## src/hw/rtl/assert_macros.svh

```systemverilog
// Assertion macros shared by the box blur RTL.
`ifndef ASSERT_MACROS_SVH
`define ASSERT_MACROS_SVH

`ifndef SYNTHESIS

// A condition that must hold at every clock edge out of reset.
`define BB_ASSERT(lbl, clk, rst_n, cond) \
    lbl: assert property (@(posedge clk) disable iff (!rst_n) (cond)) \
        else $error("box blur invariant violated");

// A condition that must hold in the same cycle as a trigger.
`define BB_ASSERT_IMP(lbl, clk, rst_n, trig, cond) \
    lbl: assert property (@(posedge clk) disable iff (!rst_n) (trig) |-> (cond)) \
        else $error("box blur same-cycle implication violated");

// A condition that must hold in the cycle after a trigger.
`define BB_ASSERT_NEXT(lbl, clk, rst_n, trig, cond) \
    lbl: assert property (@(posedge clk) disable iff (!rst_n) (trig) |=> (cond)) \
        else $error("box blur next-cycle implication violated");

`else

`define BB_ASSERT(lbl, clk, rst_n, cond)
`define BB_ASSERT_IMP(lbl, clk, rst_n, trig, cond)
`define BB_ASSERT_NEXT(lbl, clk, rst_n, trig, cond)

`endif

`endif

```

## src/hw/rtl/boxblur_pkg.sv

```systemverilog
// Shared constants, types and helper functions for the 3x3 box blur.
package boxblur_pkg;

    // Frame limits and the widths that follow from them.
    localparam int MAX_WIDTH  = 2048;
    localparam int MAX_HEIGHT = 4096;
    localparam int COL_W      = $clog2(MAX_WIDTH);
    localparam int ROW_W      = $clog2(MAX_HEIGHT);
    localparam int WID_W      = $clog2(MAX_WIDTH + 1);
    localparam int HGT_W      = $clog2(MAX_HEIGHT + 1);
    // The input row runs up to two rows past the frame while it drains.
    localparam int IN_ROW_W   = $clog2(MAX_HEIGHT + 3);

    // Configuration port.
    localparam int CFG_WIDTH_W  = 12;
    localparam int CFG_HEIGHT_W = 13;
    localparam int CFG_DATA_W   = 13;
    localparam int CFG_INDEX_W  = 1;
    localparam logic [CFG_WIDTH_W-1:0]  RESET_WIDTH  = CFG_WIDTH_W'(640);
    localparam logic [CFG_HEIGHT_W-1:0] RESET_HEIGHT = CFG_HEIGHT_W'(480);

    // Pixel and arithmetic widths.
    localparam int CH_W   = 8;
    localparam int PIX_W  = 3 * CH_W;
    localparam int SUM_W  = 12;
    localparam int NCNT_W = 4;

    // Division by the neighbor count as a multiply by a rounded-up reciprocal.
    localparam int RECIP_SHIFT = 16;
    localparam int RECIP_W     = RECIP_SHIFT + 1;
    localparam int PROD_W      = SUM_W + RECIP_W;
    localparam int RECIP_1     = (1 << RECIP_SHIFT);
    localparam int RECIP_2     = ((1 << RECIP_SHIFT) + 1) / 2;
    localparam int RECIP_3     = ((1 << RECIP_SHIFT) + 2) / 3;
    localparam int RECIP_4     = ((1 << RECIP_SHIFT) + 3) / 4;
    localparam int RECIP_6     = ((1 << RECIP_SHIFT) + 5) / 6;
    localparam int RECIP_9     = ((1 << RECIP_SHIFT) + 8) / 9;

    typedef enum logic [CFG_INDEX_W-1:0] {
        REG_FRAME_WIDTH  = 1'b0,
        REG_FRAME_HEIGHT = 1'b1
    } cfg_reg_t;

    typedef enum logic {
        MODE_PIXEL = 1'b0,
        MODE_FLUSH = 1'b1
    } item_mode_t;

    // Payload of one input beat.
    typedef struct packed {
        logic            mode;
        logic [CH_W-1:0] in_red;
        logic [CH_W-1:0] in_green;
        logic [CH_W-1:0] in_blue;
    } pix_in_t;

    // Payload of one result beat.
    typedef struct packed {
        logic [CH_W-1:0] out_red;
        logic [CH_W-1:0] out_green;
        logic [CH_W-1:0] out_blue;
        logic            frame_end;
    } blur_out_t;

    // Packed pixel: red in the low byte, blue in the high byte.
    typedef logic [PIX_W-1:0] rgb_t;

    // Which sides of the neighborhood lie inside the image.
    typedef struct packed {
        logic top;
        logic bottom;
        logic left;
        logic right;
        logic last;
    } border_t;

    // Per-beat control handed from the counters to the line buffer.
    typedef struct packed {
        logic             produce;
        logic [COL_W-1:0] addr;
        border_t          border;
    } slot_t;

    // Handshake and control from the line buffer into the window.
    typedef struct packed {
        logic    fire;
        logic    produce;
        border_t border;
    } shift_t;

    // New right-hand column of the window.
    typedef struct packed {
        rgb_t up;
        rgb_t mid;
        rgb_t low;
    } column_t;

    // Rounded-up channel sums and neighbor count.
    typedef struct packed {
        logic [SUM_W-1:0]  red;
        logic [SUM_W-1:0]  green;
        logic [SUM_W-1:0]  blue;
        logic [NCNT_W-1:0] count;
        logic              last;
    } sums_t;

    // Effective frame width: zero acts as one, oversize is capped.
    function automatic logic [WID_W-1:0] clamp_width(input logic [CFG_WIDTH_W-1:0] value);
        logic [WID_W-1:0] result;
        if (value == '0)
            result = WID_W'(1);
        else if (int'(value) > MAX_WIDTH)
            result = WID_W'(MAX_WIDTH);
        else
            result = WID_W'(value);
        return result;
    endfunction

    // Effective frame height: zero acts as one, oversize is capped.
    function automatic logic [HGT_W-1:0] clamp_height(input logic [CFG_HEIGHT_W-1:0] value);
        logic [HGT_W-1:0] result;
        if (value == '0)
            result = HGT_W'(1);
        else if (int'(value) > MAX_HEIGHT)
            result = HGT_W'(MAX_HEIGHT);
        else
            result = HGT_W'(value);
        return result;
    endfunction

    // Reciprocal multiplier for each possible neighbor count.
    function automatic logic [RECIP_W-1:0] recip(input logic [NCNT_W-1:0] count);
        logic [RECIP_W-1:0] m;
        case (count)
            NCNT_W'(1): m = RECIP_W'(RECIP_1);
            NCNT_W'(2): m = RECIP_W'(RECIP_2);
            NCNT_W'(3): m = RECIP_W'(RECIP_3);
            NCNT_W'(4): m = RECIP_W'(RECIP_4);
            NCNT_W'(6): m = RECIP_W'(RECIP_6);
            NCNT_W'(9): m = RECIP_W'(RECIP_9);
            default:    m = '0;
        endcase
        return m;
    endfunction

endpackage

```

## src/hw/rtl/boxblur_divide.sv

```systemverilog
// Division of the channel sums by the neighbor count and the result register.
module boxblur_divide (
    input  logic                   clk,
    input  logic                   rst_n,
    input  logic                   sums_valid,
    input  boxblur_pkg::sums_t     sums,
    input  logic                   blur_stall,
    output logic                   ready,
    output logic                   blur_valid,
    output boxblur_pkg::blur_out_t blur_data
);
    import boxblur_pkg::*;

    logic      valid_reg;
    blur_out_t data_reg;

    logic [RECIP_W-1:0] m;
    logic [PROD_W-1:0]  prod_red;
    logic [PROD_W-1:0]  prod_green;
    logic [PROD_W-1:0]  prod_blue;
    blur_out_t          result;

    assign ready      = !valid_reg || !blur_stall;
    assign blur_valid = valid_reg;
    assign blur_data  = data_reg;

    // Multiply by the reciprocal and keep the integer part.
    always_comb
    begin
        m          = recip(sums.count);
        prod_red   = PROD_W'(sums.red) * PROD_W'(m);
        prod_green = PROD_W'(sums.green) * PROD_W'(m);
        prod_blue  = PROD_W'(sums.blue) * PROD_W'(m);

        result.out_red   = prod_red[RECIP_SHIFT +: CH_W];
        result.out_green = prod_green[RECIP_SHIFT +: CH_W];
        result.out_blue  = prod_blue[RECIP_SHIFT +: CH_W];
        result.frame_end = sums.last;
    end

    // Result payload.
    always_ff @(posedge clk)
    begin
        if (ready && sums_valid)
            data_reg <= result;
    end

    // Result occupancy.
    always_ff @(posedge clk or negedge rst_n)
    begin
        if (!rst_n)
            valid_reg <= 1'b0;
        else if (ready)
            valid_reg <= sums_valid;
    end

endmodule
```

## config.mk

```make
export PLATFORM = sky130hd
export DESIGN_NAME = boxblur_divide
export DESIGN_NICKNAME = d
export VERILOG_FILES = /design/src/hw/rtl/assert_macros.svh /design/src/hw/rtl/boxblur_pkg.sv /design/src/hw/rtl/boxblur_divide.sv
export SDC_FILE = /design/constraint.sdc
export NUM_CORES = 1
export LEC_CHECK = 0
export BUFFER_PORTS_ARGS = -buffer_cell sky130_fd_sc_hd__buf_2
export CELL_PAD_IN_SITES_DETAIL_PLACEMENT = 1
export CELL_PAD_IN_SITES_GLOBAL_PLACEMENT = 1
export CORE_ASPECT_RATIO = 0.5
export CORE_MARGIN = 2
export CORE_UTILIZATION = 55
export CTS_CLUSTER_SIZE = 12
export DETAILED_ROUTE_END_ITERATION = 6
export GPL_ROUTABILITY_DRIVEN = 0
export HOLD_SLACK_MARGIN = 0.12
export PLACE_DENSITY = 0.93
export SYNTH_ARGS = -nofsm -noshare
export SYNTH_HDL_FRONTEND = slang
export SYNTH_SLANG_ARGS = --single-unit
```

## constraint.sdc

```tcl
create_clock -name clk -period 3.7 [get_ports clk]
set_input_delay 0.555 -clock clk [delete_from_list [all_inputs] [get_ports clk]]
set_output_delay 0.555 -clock clk [all_outputs]
set_load 0.02 [all_outputs]
```

==> summary.md, run 1 <==
| Metric | Value |
|---|---|
| # clock sinks | `26` |
| Stop stage | `clock tree synthesis (4_1_cts)` |
| Syn nets | `2182` |
| Post-Syn Area per Cell | `9.18 µm²` |
| Post-Synth XOR/XNOR Area | `2.69%` |
| Gate Count Post-Synth | `1633` |
| Die W | `237 µm` |
| H-tree Lvls | `1` |
| Synth top area cells | `fa_1, inv_1, ha_1` |
| Multiplexer area fraction after synthesis | `0.0668%` |
| Synth top area share | `50.1%` |
| Synth area leader | `fa_1` |
| Die height | `121 µm` |
| Number of setup buffers added after CTS | `43` |
| Count of cell types in the netlist | `60` |
| Asr flop ratio synth | `3.85%` |
| Yosys warns | `0` |
| Ports | `72` |
| CTS Buf Count | `3` |
| Port bufs | `71` |
| Status | `aborted with a tool error` |
| Hold_buf cts | `1` |
| Synth Area in Compound Gates | `4.76%` |
| Post-cts resize count | `238` |
| Synth Area in Adders | `60.9%` |
| Post-Synth Simple-Gate Area | `10.6%` |
| Placed insts | `2349` |
| Main combinational cell family by area after synthesis | `adder cells` |
| Root Driver | `clkbuf_16` |
| Initial cell density of the core | `56.3%` |
| Netlist Area Pre-Place | `0.0150 mm²` |
| Detailed placement HPWL | `59800 µm` |
| Post-synth EDFFs | `25` |
| Placed instance area | `0.0184 mm²` |
| Register area share after synthesis | `5.18%` |
| Most used DFF post-synth | `edfxtp_1` |
| Std-Cell Rows | `42` |
| Run Error | `[ERROR DPL-0033] detailed placement checks failed during check placement.` |
| Post-synthesis register bit count | `26` |
| Max clock buf depth | `2` |
==> cell families after synthesis <==
| family | count (synthesis) |
|---|---|
| multiplexers | 1 |
| AO/OA/AOI/OAI | 100 |
| AND/OR/NAND/NOR | 324 |
| adder cells (fa/ha/maj) | 504 |
| flip-flops | 26 |
| XOR/XNOR | 46 |
| buffers and inverters | 632 |
==> synth_stat cells (4+ instances only) <==
master and instances:
xnor2_1 37, o21a_1 4, and2_1 78, a21o_1 23, fa_1 375, edfxtp_1 25, inv_1 603, xor2_1 9
a21oi_1 20, nand2b_1 13, clkbuf_1 25, nor3_1 4, ha_1 129, and3_1 4, nand2_1 176, nand3_1 5
nor2_1 17, o21ai_0 17, nand4_1 8
==> per-stage QoR <==
stage                     worst slack [ns]  util (%)  setup TNS [ns]
after floorplan                      -2.04         -          -45.40
after global placement               -2.43      69.0          -55.69
after detailed placement             -3.03      69.0          -66.48
==> run 2: changes to the inputs <==
Settings changed: CELL_PAD_IN_SITES_DETAIL_PLACEMENT 1 to not set, CELL_PAD_IN_SITES_GLOBAL_PLACEMENT 1 to not set, CORE_ASPECT_RATIO 0.5 to not set, CORE_UTILIZATION 55 to 40, CTS_CLUSTER_SIZE 12 to not set, HOLD_SLACK_MARGIN 0.12 to not set, PLACE_DENSITY 0.93 to not set, PLACE_DENSITY_LB_ADDON set to 0.15.
==> summary.md, run 2 <==
| Metric | Value |
|---|---|
| Status | `finished, violations left` |
| Failing checks | `negative setup slack` |
| Die Area | `0.0390 mm²` |
| VDD IR max | `0.264 mV` |
| First-pass GRT wire length | `68800 µm` |
| Drt wl/cell | `16.3 µm` |
| Netlist Area Pre-Place | `0.0150 mm² (unchanged)` |
| Max clock buf depth | `2 (unchanged)` |
| Port bufs | `71 (unchanged)` |
| CP cell instances | `buf_6, buf_6, nor4bb_4, buf_12, buf_6, buf_6, nand2_4, fa_2, fa_1, inv_2, fa_2, fa_1, inv_2, fa_1, inv_1, ha_1, and3_4, a221o_1, a221o_1, a41o_4, a31oi_4, xnor2_1` |
| Synth top area share | `50.1% (unchanged)` |
| Pwr/cell area | `162 mW/mm²` |
| # clock sinks | `26 (unchanged)` |
| Most common cell after layout, fill and taps aside | `inv_1` |
| Worst min path class | `in2reg` |
| R2r endpoint | `blur_data[24]` |
| Placed instance area | `0.0186 mm² (+1.2%)` |
| Maxcap violations | `0` |
| Post-synthesis register bit count | `26 (unchanged)` |
| Fill cell count | `3415` |
| Post-Syn Area per Cell | `9.18 µm² (unchanged)` |
| Critical Path End Type | `flop` |
| Setup crit end | `blur_data[20]` |
| Total track usage | `22.9%` |
| Synth top area cells | `fa_1, inv_1, ha_1` |
| Ports | `72 (unchanged)` |
| Syn nets | `2182 (unchanged)` |
| R2R cell count | `3` |
| Via-to-Cell Ratio | `4.57` |
| Area delta synth->final | `29.7%` |
| Worst Tran Pin Value | `0.427 ns` |
| Non-filler cells, final | `2498` |
| Clk pwr share | `11.6%` |
| Most frequent cells after synthesis | `inv_1, fa_1, nand2_1, ha_1, and2_1` |
| Initial antenna violation count | `0` |
| Largest net degree at the start of global routing | `23` |
| Synth area leader | `fa_1` |
| Placed insts | `2469 (+5.1%)` |
| Slowest CP cell | `fa_1` |
| Max FFs per register | `25` |
| CP startpoint | `sums[3]` |
| Tot Pwr | `3.14 mW` |
| Power Internal | `1.69 mW` |
| H-tree Lvls | `1 (unchanged)` |
| Clock Skew | `0.00372 ns` |
| Initial cell density of the core | `40.7% (-16 points)` |
| CP max FO | `8` |
| Count leader, synth | `inv_1` |
| Gate power share | `75.4%` |
| Layout cells sized above 1 | `28.0%` |
| Die W | `198 µm (-17%)` |
| Max transition margin | `71.5%` |
| Clk_lat worst skew | `0.29 ns` |
| Yosys warns | `0 (unchanged)` |
| Sw Share | `46.0%` |
| Iteration-0 DRC Markers | `469` |
| CP delay by family, top | `adder cells` |
| CTS Buf Count | `3 (unchanged)` |
| Count of cell types in the netlist | `60 (unchanged)` |
| Fin crit period | `5.78 ns` |
| Root Driver | `clkbuf_16` |
| Drt first pass iters | `5` |
| Hold WS | `0.433 ns` |
| Register area | `776 µm²` |
| Period utilisation layout | `156%` |
| Most used DFF post-synth | `edfxtp_1` |
| Via count | `11400` |
| Std-Cell Rows | `70 (+67%)` |
| Critical Path Source Type | `input port` |
| Stages on the worst setup path | `22` |
| CTS clk-pin slew, worst paths | `0.09 ns` |
| CP Class | `in2reg` |
| R2r startpoint | `blur_valid` |
| Commonest non-fill, non-tap cells in the layout | `inv_1, fa_1, buf_4` |
| Register area share after synthesis | `5.18% (unchanged)` |
| DRT Wirelength | `40700 µm` |
| CP dominant cell by count | `buf_6` |
| Total grt overflow | `0` |
| DRC viols | `0` |
| Setup TNS | `-46.59 ns` |
| Buf/Inv on CP | `8` |
| Final Max Slew Viols | `0` |
| Detailed placement HPWL | `36300 µm (-39%)` |
| Internal reg-to-reg setup slack | `2.09 ns` |
| Vias in the first global route | `13100` |
| Worst Path Arrival | `5.83 ns` |
| Final setup violation count | `24` |
| Finished Cell Area | `0.0194 mm²` |
| Setup ws final | `-2.08 ns` |
| Seq pwr share | `13.0%` |
| Post-Place Setup Slack | `-2.58 ns (+0.458 ns)` |
| Die height | `198 µm (+64%)` |
| Asr flop ratio synth | `3.85% (unchanged)` |
| RSZ-0062 raised after global routing | `yes` |
| Hold Fails Final Rpt | `0` |
| CTS tree | `yes` |
| Req. time, crit path | `3.75 ns` |
| Worst path max stage delay | `0.56 ns` |
| Routed Antenna Nets | `0` |
| Multi-input logic area | `0.0125 mm²` |
| Post-synth EDFFs | `25 (unchanged)` |
| Nets@finish | `2579` |
| Fmax | `173 MHz` |
| Leakage | `11.0 nW` |
| Net Switching | `1.44 mW` |
| Core area | `0.0368 mm²` |
| Gate Count Post-Synth | `1633 (unchanged)` |
| Post-layout util | `52.8%` |
==> run 2: worst min-delay path by stage <==
| stage | start | to | slack [ns] | cells past startpoint |
|---|---|---|---|---|
| finish | sums[0] | blur_data[0] | 0.43 | 1 |
| global route | sums[0] | blur_data[0] | 0.42 | 1 |
| floorplan | rst_n | blur_valid | 0.26 | 0 |
| global placement | rst_n | blur_valid | 0.33 | 1 |
| detailed placement | rst_n | blur_valid | 0.33 | 1 |
| CTS | rst_n | blur_valid | 0.003 | 1 |
==> run 2: power by group through the flow <==
stage | Combinational [mW] | Sequential, mW | Clock, mW
finish | 2.37 | 0.407 | 0.366
global route | 2.69 | 0.413 | 0.388
CTS | 2.33 | 0.408 | 0.379
detailed placement | 2.18 | 0.413 | 0
global placement | 2.15 | 0.415 | 0
floorplan | 1.25 | 0.474 | 0
==> run 2: metal layers <==
metal  wire [µm]  vias up  global-route usage, %
met5           0        -                      0
met4         536        0                   3.43
met3        1790       34                   2.92
met2       19500      245                   38.9
met1       18800     5687                   31.9
li1            -     5462                      -
==> run 2: cell families (layout without fill, tap and decap cells) <==
logic type / after synthesis / in the layout / synth area share, %
multiplexers: 1 / 1 / 0.0668
adder cells (fa/ha/maj): 504 / 504 / 60.9
XOR/XNOR: 46 / 46 / 2.69
other: 0 / 1 / 0
AND/OR/NAND/NOR: 324 / 324 / 10.6
AO/OA/AOI/OAI: 100 / 100 / 4.76
buffers and inverters: 632 / 1028 / 15.9
flip-flops: 26 / 26 / 5.18
==> run 2: worst register-to-register path: cells and delay by family, from the launching register on <==
family	cells	cell delay, ns
buffers and inverters	1	0.37
flip-flops	1	0.38
AND/OR/NAND/NOR	2	0.50
==> run 2: cell type report <==
cell class	count	area share (%)
multi-input combinational	975	64.1
timing repair buffer	421	16.7
inverter	603	11.6
sequential	26	3.99
tap	468	3.01
clock buffer	3	0.386
clock inverter	1	0.154
antenna	1	0.0129
==> run 2: what timing repair did <==
| action | 4_1_cts | 5_1_grt |
|---|---|---|
| hold endpoints to repair | 0 | 1 |
| buffers inserted | 20 | 4 |
| hold buffers | 0 | 1 |
| pin swaps | 16 | 42 |
| gates resized for setup | 89 | 55 |
| endpoints found under the setup margin | 24 | 24 |
No activity file was read; power rests on OpenSTA's default activity.
