==> src/hw/rtl/assert_macros.svh <==
// Assertion macros shared by the box blur RTL.
`ifndef ASSERT_MACROS_SVH
`define ASSERT_MACROS_SVH

`ifndef SYNTHESIS

// A condition that must hold at every clock edge out of reset.
`define BB_ASSERT(lbl, clk, rst_n, cond) \
    lbl: assert property (@(posedge clk) disable iff (!rst_n) (cond)) \
        else $error("box blur invariant violated");

// A condition that must hold in the same cycle as a trigger.
`define BB_ASSERT_IMP(lbl, clk, rst_n, trig, cond) \
    lbl: assert property (@(posedge clk) disable iff (!rst_n) (trig) |-> (cond)) \
        else $error("box blur same-cycle implication violated");

// A condition that must hold in the cycle after a trigger.
`define BB_ASSERT_NEXT(lbl, clk, rst_n, trig, cond) \
    lbl: assert property (@(posedge clk) disable iff (!rst_n) (trig) |=> (cond)) \
        else $error("box blur next-cycle implication violated");

`else

`define BB_ASSERT(lbl, clk, rst_n, cond)
`define BB_ASSERT_IMP(lbl, clk, rst_n, trig, cond)
`define BB_ASSERT_NEXT(lbl, clk, rst_n, trig, cond)

`endif

`endif

==> src/hw/rtl/boxblur_pkg.sv <==
// Shared constants, types and helper functions for the 3x3 box blur.
package boxblur_pkg;

    // Frame limits and the widths that follow from them.
    localparam int MAX_WIDTH  = 2048;
    localparam int MAX_HEIGHT = 4096;
    localparam int COL_W      = $clog2(MAX_WIDTH);
    localparam int ROW_W      = $clog2(MAX_HEIGHT);
    localparam int WID_W      = $clog2(MAX_WIDTH + 1);
    localparam int HGT_W      = $clog2(MAX_HEIGHT + 1);
    // The input row runs up to two rows past the frame while it drains.
    localparam int IN_ROW_W   = $clog2(MAX_HEIGHT + 3);

    // Configuration port.
    localparam int CFG_WIDTH_W  = 12;
    localparam int CFG_HEIGHT_W = 13;
    localparam int CFG_DATA_W   = 13;
    localparam int CFG_INDEX_W  = 1;
    localparam logic [CFG_WIDTH_W-1:0]  RESET_WIDTH  = CFG_WIDTH_W'(640);
    localparam logic [CFG_HEIGHT_W-1:0] RESET_HEIGHT = CFG_HEIGHT_W'(480);

    // Pixel and arithmetic widths.
    localparam int CH_W   = 8;
    localparam int PIX_W  = 3 * CH_W;
    localparam int SUM_W  = 12;
    localparam int NCNT_W = 4;

    // Division by the neighbor count as a multiply by a rounded-up reciprocal.
    localparam int RECIP_SHIFT = 16;
    localparam int RECIP_W     = RECIP_SHIFT + 1;
    localparam int PROD_W      = SUM_W + RECIP_W;
    localparam int RECIP_1     = (1 << RECIP_SHIFT);
    localparam int RECIP_2     = ((1 << RECIP_SHIFT) + 1) / 2;
    localparam int RECIP_3     = ((1 << RECIP_SHIFT) + 2) / 3;
    localparam int RECIP_4     = ((1 << RECIP_SHIFT) + 3) / 4;
    localparam int RECIP_6     = ((1 << RECIP_SHIFT) + 5) / 6;
    localparam int RECIP_9     = ((1 << RECIP_SHIFT) + 8) / 9;

    typedef enum logic [CFG_INDEX_W-1:0] {
        REG_FRAME_WIDTH  = 1'b0,
        REG_FRAME_HEIGHT = 1'b1
    } cfg_reg_t;

    typedef enum logic {
        MODE_PIXEL = 1'b0,
        MODE_FLUSH = 1'b1
    } item_mode_t;

    // Payload of one input beat.
    typedef struct packed {
        logic            mode;
        logic [CH_W-1:0] in_red;
        logic [CH_W-1:0] in_green;
        logic [CH_W-1:0] in_blue;
    } pix_in_t;

    // Payload of one result beat.
    typedef struct packed {
        logic [CH_W-1:0] out_red;
        logic [CH_W-1:0] out_green;
        logic [CH_W-1:0] out_blue;
        logic            frame_end;
    } blur_out_t;

    // Packed pixel: red in the low byte, blue in the high byte.
    typedef logic [PIX_W-1:0] rgb_t;

    // Which sides of the neighborhood lie inside the image.
    typedef struct packed {
        logic top;
        logic bottom;
        logic left;
        logic right;
        logic last;
    } border_t;

    // Per-beat control handed from the counters to the line buffer.
    typedef struct packed {
        logic             produce;
        logic [COL_W-1:0] addr;
        border_t          border;
    } slot_t;

    // Handshake and control from the line buffer into the window.
    typedef struct packed {
        logic    fire;
        logic    produce;
        border_t border;
    } shift_t;

    // New right-hand column of the window.
    typedef struct packed {
        rgb_t up;
        rgb_t mid;
        rgb_t low;
    } column_t;

    // Rounded-up channel sums and neighbor count.
    typedef struct packed {
        logic [SUM_W-1:0]  red;
        logic [SUM_W-1:0]  green;
        logic [SUM_W-1:0]  blue;
        logic [NCNT_W-1:0] count;
        logic              last;
    } sums_t;

    // Effective frame width: zero acts as one, oversize is capped.
    function automatic logic [WID_W-1:0] clamp_width(input logic [CFG_WIDTH_W-1:0] value);
        logic [WID_W-1:0] result;
        if (value == '0)
            result = WID_W'(1);
        else if (int'(value) > MAX_WIDTH)
            result = WID_W'(MAX_WIDTH);
        else
            result = WID_W'(value);
        return result;
    endfunction

    // Effective frame height: zero acts as one, oversize is capped.
    function automatic logic [HGT_W-1:0] clamp_height(input logic [CFG_HEIGHT_W-1:0] value);
        logic [HGT_W-1:0] result;
        if (value == '0)
            result = HGT_W'(1);
        else if (int'(value) > MAX_HEIGHT)
            result = HGT_W'(MAX_HEIGHT);
        else
            result = HGT_W'(value);
        return result;
    endfunction

    // Reciprocal multiplier for each possible neighbor count.
    function automatic logic [RECIP_W-1:0] recip(input logic [NCNT_W-1:0] count);
        logic [RECIP_W-1:0] m;
        case (count)
            NCNT_W'(1): m = RECIP_W'(RECIP_1);
            NCNT_W'(2): m = RECIP_W'(RECIP_2);
            NCNT_W'(3): m = RECIP_W'(RECIP_3);
            NCNT_W'(4): m = RECIP_W'(RECIP_4);
            NCNT_W'(6): m = RECIP_W'(RECIP_6);
            NCNT_W'(9): m = RECIP_W'(RECIP_9);
            default:    m = '0;
        endcase
        return m;
    endfunction

endpackage

==> src/hw/rtl/boxblur_window.sv <==
// 3x3 pixel window and the clipped neighborhood sum stage.
`include "assert_macros.svh"

module boxblur_window (
    input  logic                 clk,
    input  logic                 rst_n,
    input  boxblur_pkg::shift_t  shift,
    input  boxblur_pkg::column_t column,
    input  logic                 down_ready,
    output logic                 ready,
    output logic                 sums_valid,
    output boxblur_pkg::sums_t   sums
);
    import boxblur_pkg::*;

    // Rows: above, center, below. Columns: left, center, right.
    rgb_t    win_reg [3][3];
    border_t border_reg;
    logic    s2_valid_reg;
    logic    s3_valid_reg;
    sums_t   sums_reg;

    logic              s3_ready;
    logic              s2_fire;
    logic [2:0]        row_use;
    logic [2:0]        col_use;
    logic [1:0]        rows;
    logic [1:0]        cols;
    logic [NCNT_W-1:0] count;
    logic [NCNT_W-1:0] half;
    logic [SUM_W-1:0]  row_sum [3][3];
    logic [SUM_W-1:0]  total [3];
    sums_t             sums_next;

    assign s3_ready   = !s3_valid_reg || down_ready;
    assign ready      = !s2_valid_reg || s3_ready;
    assign s2_fire    = s2_valid_reg && s3_ready;
    assign sums_valid = s3_valid_reg;
    assign sums       = sums_reg;

    // Masked sums over the part of the window that lies inside the image.
    always_comb
    begin
        row_use = {border_reg.bottom, 1'b1, border_reg.top};
        col_use = {border_reg.right, 1'b1, border_reg.left};
        rows    = 2'd1 + 2'(border_reg.top) + 2'(border_reg.bottom);
        cols    = 2'd1 + 2'(border_reg.left) + 2'(border_reg.right);
        count   = NCNT_W'(rows) * NCNT_W'(cols);
        half    = count >> 1;

        for (int ch = 0; ch < 3; ch++)
        begin
            for (int r = 0; r < 3; r++)
            begin
                row_sum[ch][r] = '0;
                for (int k = 0; k < 3; k++)
                begin
                    if (row_use[r] && col_use[k])
                        row_sum[ch][r] = row_sum[ch][r]
                                       + SUM_W'(win_reg[r][k][ch*CH_W +: CH_W]);
                end
            end
            total[ch] = row_sum[ch][0] + row_sum[ch][1] + row_sum[ch][2] + SUM_W'(half);
        end

        sums_next.red   = total[0];
        sums_next.green = total[1];
        sums_next.blue  = total[2];
        sums_next.count = count;
        sums_next.last  = border_reg.last;
    end

    // Window shift and sum register.
    always_ff @(posedge clk)
    begin
        if (shift.fire)
        begin
            for (int r = 0; r < 3; r++)
            begin
                win_reg[r][0] <= win_reg[r][1];
                win_reg[r][1] <= win_reg[r][2];
            end
            win_reg[0][2] <= column.up;
            win_reg[1][2] <= column.mid;
            win_reg[2][2] <= column.low;
            border_reg    <= shift.border;
        end
        if (s2_fire)
            sums_reg <= sums_next;
    end

    // Stage occupancy: only beats that yield a result occupy the window stage.
    always_ff @(posedge clk or negedge rst_n)
    begin
        if (!rst_n)
        begin
            s2_valid_reg <= 1'b0;
            s3_valid_reg <= 1'b0;
        end
        else
        begin
            if (ready)
                s2_valid_reg <= shift.fire && shift.produce;
            if (s3_ready)
                s3_valid_reg <= s2_valid_reg;
        end
    end

    // The neighbor count is always a product of one to three rows and columns.
    `BB_ASSERT_IMP(a_count_legal, clk, rst_n, sums_valid, sums.count == NCNT_W'(1) || sums.count == NCNT_W'(2) || sums.count == NCNT_W'(3) || sums.count == NCNT_W'(4) || sums.count == NCNT_W'(6) || sums.count == NCNT_W'(9))

endmodule

==> config.mk <==
export PLATFORM = sky130hd
export DESIGN_NAME = boxblur_window
export DESIGN_NICKNAME = d
export VERILOG_FILES = /design/src/hw/rtl/boxblur_pkg.sv /design/src/hw/rtl/boxblur_window.sv
export VERILOG_INCLUDE_DIRS = /design/src /design/src/hw/rtl
export SDC_FILE = /design/constraint.sdc
export NUM_CORES = 1
export LEC_CHECK = 0
export BUFFER_PORTS_ARGS = -buffer_cell sky130_fd_sc_hd__buf_4
export CORE_MARGIN = 10
export CORE_UTILIZATION = 30
export DETAILED_ROUTE_END_ITERATION = 6
export GPL_ROUTABILITY_DRIVEN = 0
export PLACE_DENSITY = 0.45
export SYNTH_ARGS = -nofsm -noshare
export SYNTH_HDL_FRONTEND = slang
export SYNTH_SLANG_ARGS = --single-unit
==> constraint.sdc <==
create_clock -name clk -period 17.4 [get_ports clk]
set_clock_uncertainty 0.15 [all_clocks]
set_input_delay 2.61 -clock clk [delete_from_list [all_inputs] [get_ports clk]]
set_output_delay 2.61 -clock clk [all_outputs]
set_load 0.02 [all_outputs]
# After elaboration in Yosys (flattened, before gate mapping)
# Memories as Yosys holds them, arrays and structs flattened.
# Index checks and enable logic that the tools add are counted.
# Widths: inputs -> output; s select.
word_totals:
  ram_bits: 216
  output_inout_bits: 43
  memories: 1
  mem_bits_ro: 0
  latchBits: 0
  input_bits: 82
  ff_bits: 48
memory_table:
  columns: ["name", "words", "width", "rd", "rd_ports_with_merged_regs", "write_ports", "line_no", "rtl"]
  rows:
  - ["win_reg", 3, 72, 3, 0, 3, "boxblur_window.sv:17", "rgb_t win_reg [3][3];"]
op_classes:
  n_eq_ne: 0
  bitwise_logic: 0
  shifts: 0
  n_div: 0
  multipliers: 1
  add_sub_neg: 31
  n_mux: 26
  reduce_logical: 10
  order_cmp: 0
ops:
  columns: ["operator", "count"]
  rows:
  - ["$add 12x8->12", 17]
  - ["$mux 12", 15]
  - ["$add 12x12->12", 6]
  - ["$mux 8", 9]
  - ["$add 12x3->12", 3]
  - ["$add 8x8->9", 1]
  - ["$logic_and 1x1->1", 6]
  - ["$add 1x1->2 const A", 2]
  - ["$add 2x1->2", 2]
  - ["$mul 2x2->4", 1]
  - ["$logic_not 1->1", 2]
  - ["$logic_or 1x1->1", 2]
  - ["$mux 1", 2]

# Longest topological paths before layout
logic_depth:
  depth_word: 9
  depth_mapped: 28

# Least setup slack after synthesis
# OpenSTA, ideal clock, no wires.
synth_path:
  path_type: "flip-flop to flip-flop"
  start: "reg border_reg[2] in the netlist's numbering"
  end: "reg sums_reg (netlist bit sums[39]), data pin"
  setup_time_ps: 258
  path_stages_with_launch: 24
  period_less_slack_ps: 6156
  arrival_ps: 5748
  path_slack_ps: 11244
  t_required_ps: 16992
  cell_sequence: "edfxtp_1 > buf_2 > clkbuf_1 > clkbuf_1 > and3_1 > ha_1 > fa_1 > o221a_2 > a21oi_1 > o21ai_0 > a21oi_1 > xnor2_1 > and2_1 > ha_1 > or4_1 > and3_1 > o31ai_1 > fa_1 > ha_1 > ha_1 > or4_1 > a31o_1 > a21oi_2 > xnor2_1"
synth_lines:
  columns: ["item", "line_no", "rtl"]
  rows:
  - ["from (decl)", "boxblur_window.sv:18", "border_t border_reg;"]
  - ["from (signal assigned)", "boxblur_window.sv:86", "border_reg <= shift.border;"]
  - ["to (signal assigned)", "boxblur_window.sv:89", "sums_reg <= sums_next;"]
  - ["to (decl)", "boxblur_window.sv:21", "sums_t sums_reg;"]

==> impl_metrics.tcl <==
set metrics [dict create \
    r2r-end "sums[15]" \
    timing.rr.start "border_reg[2]" \
    seqPwrFrac_pct 32.4 \
    cts_hold_buf 0 \
    async_flop_share_pct 0.758 \
    dpl_cell_area_um2 19300 \
    synth_nets 1872 \
    crit_required_ns 17.54 \
    grt_pass1_wl_mm 69.0 \
    end_kind "flop" \
    root_buffer "clkbuf_16" \
    grt_overflow 0 \
    drive_gt1_share_pct 12.6 \
    die_w_um 262 \
    drtIter0Drc 571 \
    area_growth_pct 16.6 \
    route.detailed.drc 0 \
    final_util_pct 35.3 \
    synth_most_common_cell "edfxtp_1" \
    synth-main-ff-cell "edfxtp_1" \
    antenna_cells 0 \
    min_path_cells 0 \
    syn_inst 1529 \
    worst_slew_pin_slew_ns 1.13 \
    synth-adder-area-share_pct 21.3 \
    antenna_found_initial 0 \
    clockBufferDepth 3 \
    internal_power_mw 1.73 \
    min_period_ns 6.76 \
    die_y_um 262 \
    avgRoutedWirePerCell_um 18.3 \
    ioPinCount 125 \
    ys_types 65 \
    grt_setup_unrepaired "no" \
    hp-class "reg -> reg" \
    setup_viol 0 \
    post-synth-top-area-cell "edfxtp_1" \
    p_per_area_nw_per_um2 131 \
    clock_latency_ns 0.55 \
    ys_seq_area_share_pct 45.2 \
    die_area_um2 68400 \
    muxShareOfSynthArea_pct 1.49 \
    grt_max_degree 100 \
    syn_area_um2 17500 \
    crit_fanout 81 \
    startpoint_type "flop" \
    post_cts_buffers 0 \
    ys_ff_latch 264 \
    hold_end "sums[0]" \
    netlist_top_cells_area "edfxtp_1, ha_1, fa_1" \
    netlist_top_cells_count "edfxtp_1, ha_1, nor2_1, inv_1, nand2_1" \
    grt_pass1_vias 12100 \
    htree_levels 2 \
    start_util_pct 30.3 \
    via_per_inst 4.77 \
    synth_top_area_share_pct 44.9 \
    cts_sinks 264 \
    synth_top_family_by_area "adder cells" \
    path_clk_slew_ns 0.06 \
    grt_usage_pct 13.1 \
    arrival_ns 6.90 \
    crit_type "reg -> reg" \
    numCtsBuffers 35 \
    p_comb_share_pct 40.6 \
    setup_tns_ns 0 \
    synth_xor_area_share_pct 5.80 \
    hold_viol 0 \
    vdd_drop_max_mv 0.0750 \
    r2r_setup_slack_ns 10.64 \
    core-area_um2 57800 \
    design_area_um2 20400 \
    slew-limit-headroom_pct 24.6 \
    postRouteAntennaNets 0 \
    rows 88 \
    dr.pass1.iters 5 \
    min_from "border_reg[0]" \
    fmax_mhz 148 \
    syn_area_per_cell_um2 11.5 \
    finalMaxSlewViolations 0 \
    fin_nets 2001 \
    dp_hpwl_mm 32.8 \
    drt-total-wl_mm 44.8 \
    cts-resized-gates 0 \
    r2r.worst_path.cells 22 \
    synthSimpleGateAreaFrac_pct 12.0 \
    power.leakage_nw 8.64 \
    cts_tree "built" \
    finalCritPeriodShare_pct 38.9 \
    largest_reg_flops 216 \
    vias 11600 \
    cp-startpoint "border_reg[2]" \
    hold_slack_ns 0.267 \
    outcome "finished, final reports clean" \
    pwr-share-clk_pct 27.0 \
    yosysWarnings 0 \
    swShare_pct 35.2 \
    maxCapViolCount 0 \
    switchingPower_mw 0.940 \
    synth_edf_count 262 \
    synth_compound_area_share_pct 11.3 \
    port_buffers 124 \
]
-- power by group through the flow --
stage | combinational [mW] | sequential, mW | clock, mW
after floorplan | 0.719 | 0.905 | 0
after global placement | 1.08 | 0.879 | 0
after detailed placement | 1.08 | 0.878 | 0
after CTS | 1.10 | 0.867 | 0.755
after global routing | 1.23 | 0.874 | 0.775
final | 1.08 | 0.865 | 0.720
-- area by class of cell --
| class | count | area (µm²) |
|---|---|---|
| Timing Repair Buffer | 133 | 1010 |
| Multi-Input combinational cell | 1130 | 9080 |
| Fill cell | 5727 | 37400 |
| Clock inverter | 19 | 224 |
| Sequential cell | 264 | 7920 |
| Inverter | 94 | 353 |
| Tap cell | 765 | 957 |
| Clock buffer | 39 | 891 |
-- how the worst max path moves through the flow --
| stage | end | slack, ns | cells after the start |
|---|---|---|---|
| global placement | sums[15] | 10.65 | 22 |
| floorplan | sums[39] | 11.24 | 23 |
| CTS | sums[15] | 10.56 | 22 |
| detailed placement | sums[15] | 10.58 | 22 |
| finish | sums[15] | 10.64 | 22 |
| global route | sums[15] | 10.17 | 22 |
-- routing by layer --
metal  track usage, %  part of all wire [%]  up-vias
met3             2.46                   4.2       62
met2             21.6                    46      187
li1                 -                     -     5814
met1             16.9                    47     5584
met4             4.41                   2.6        0
met5                0                     0        -
-- metrics by stage --
stage               instances  worst slack (ns)  total power, mW
floorplan                1529             11.24             1.62
global placement         2386             10.65             1.96
detailed placement       2386             10.58             1.96
CTS                      2444             10.56             2.72
global route             2444             10.17             2.88
finish                   2444             10.64             2.67
-- logic make-up (layout without fill, tap and decap cells) --
group | after synthesis | in the layout
AND/OR/NAND/NOR | 427 | 427
adder cells (fa/ha/maj) | 265 | 265
AO/OA/AOI/OAI | 297 | 297
XOR/XNOR | 116 | 116
buffers and inverters | 135 | 285
multiplexers | 25 | 25
flip-flops | 264 | 264
-- critical path: stages, from the launching register on --
cell      delay (ns)
edfxtp_1        0.31
buf_4           0.65
and3_1          0.32
ha_1            0.25
a21o_1          0.21
maj3_2          0.32
a32o_1          0.31
a21oi_2         0.16
xnor2_1         0.09
and2_1          0.17
ha_1            0.32
or2_2           0.32
a21oi_1         0.15
a21oi_1         0.08
xnor2_1         0.15
a211oi_1        0.47
fa_1            0.49
ha_1            0.31
ha_1            0.24
or4_1           0.57
a41o_1          0.24
a21oi_2         0.15
xnor2_1         0.07
-- layout by cell type, fill, tap and decap left out, drive strengths merged, types with 5 or more instances in the layout --
cell type and instances:
a211oi 9, and2 54, nand2 92, o21a 10, xor2 37, bufinv 5, clkinv 13, mux2i 17
edfxtp 262, clkbuf 39, a31oi 10, a211o 5, ha 204, a21boi 10, inv 95, nand2b 10
and3 46, o21ai 72, o41ai 11, nor2b 29, a22oi 5, a21oi 77, nor2 115, nor3 40
o31ai 7, nand3 20, buf 133, xnor2 79, a21o 38, o21bai 9, fa 57, mux2 8
nor3b 7
Note: power is estimated with default switching activity, not from simulation.
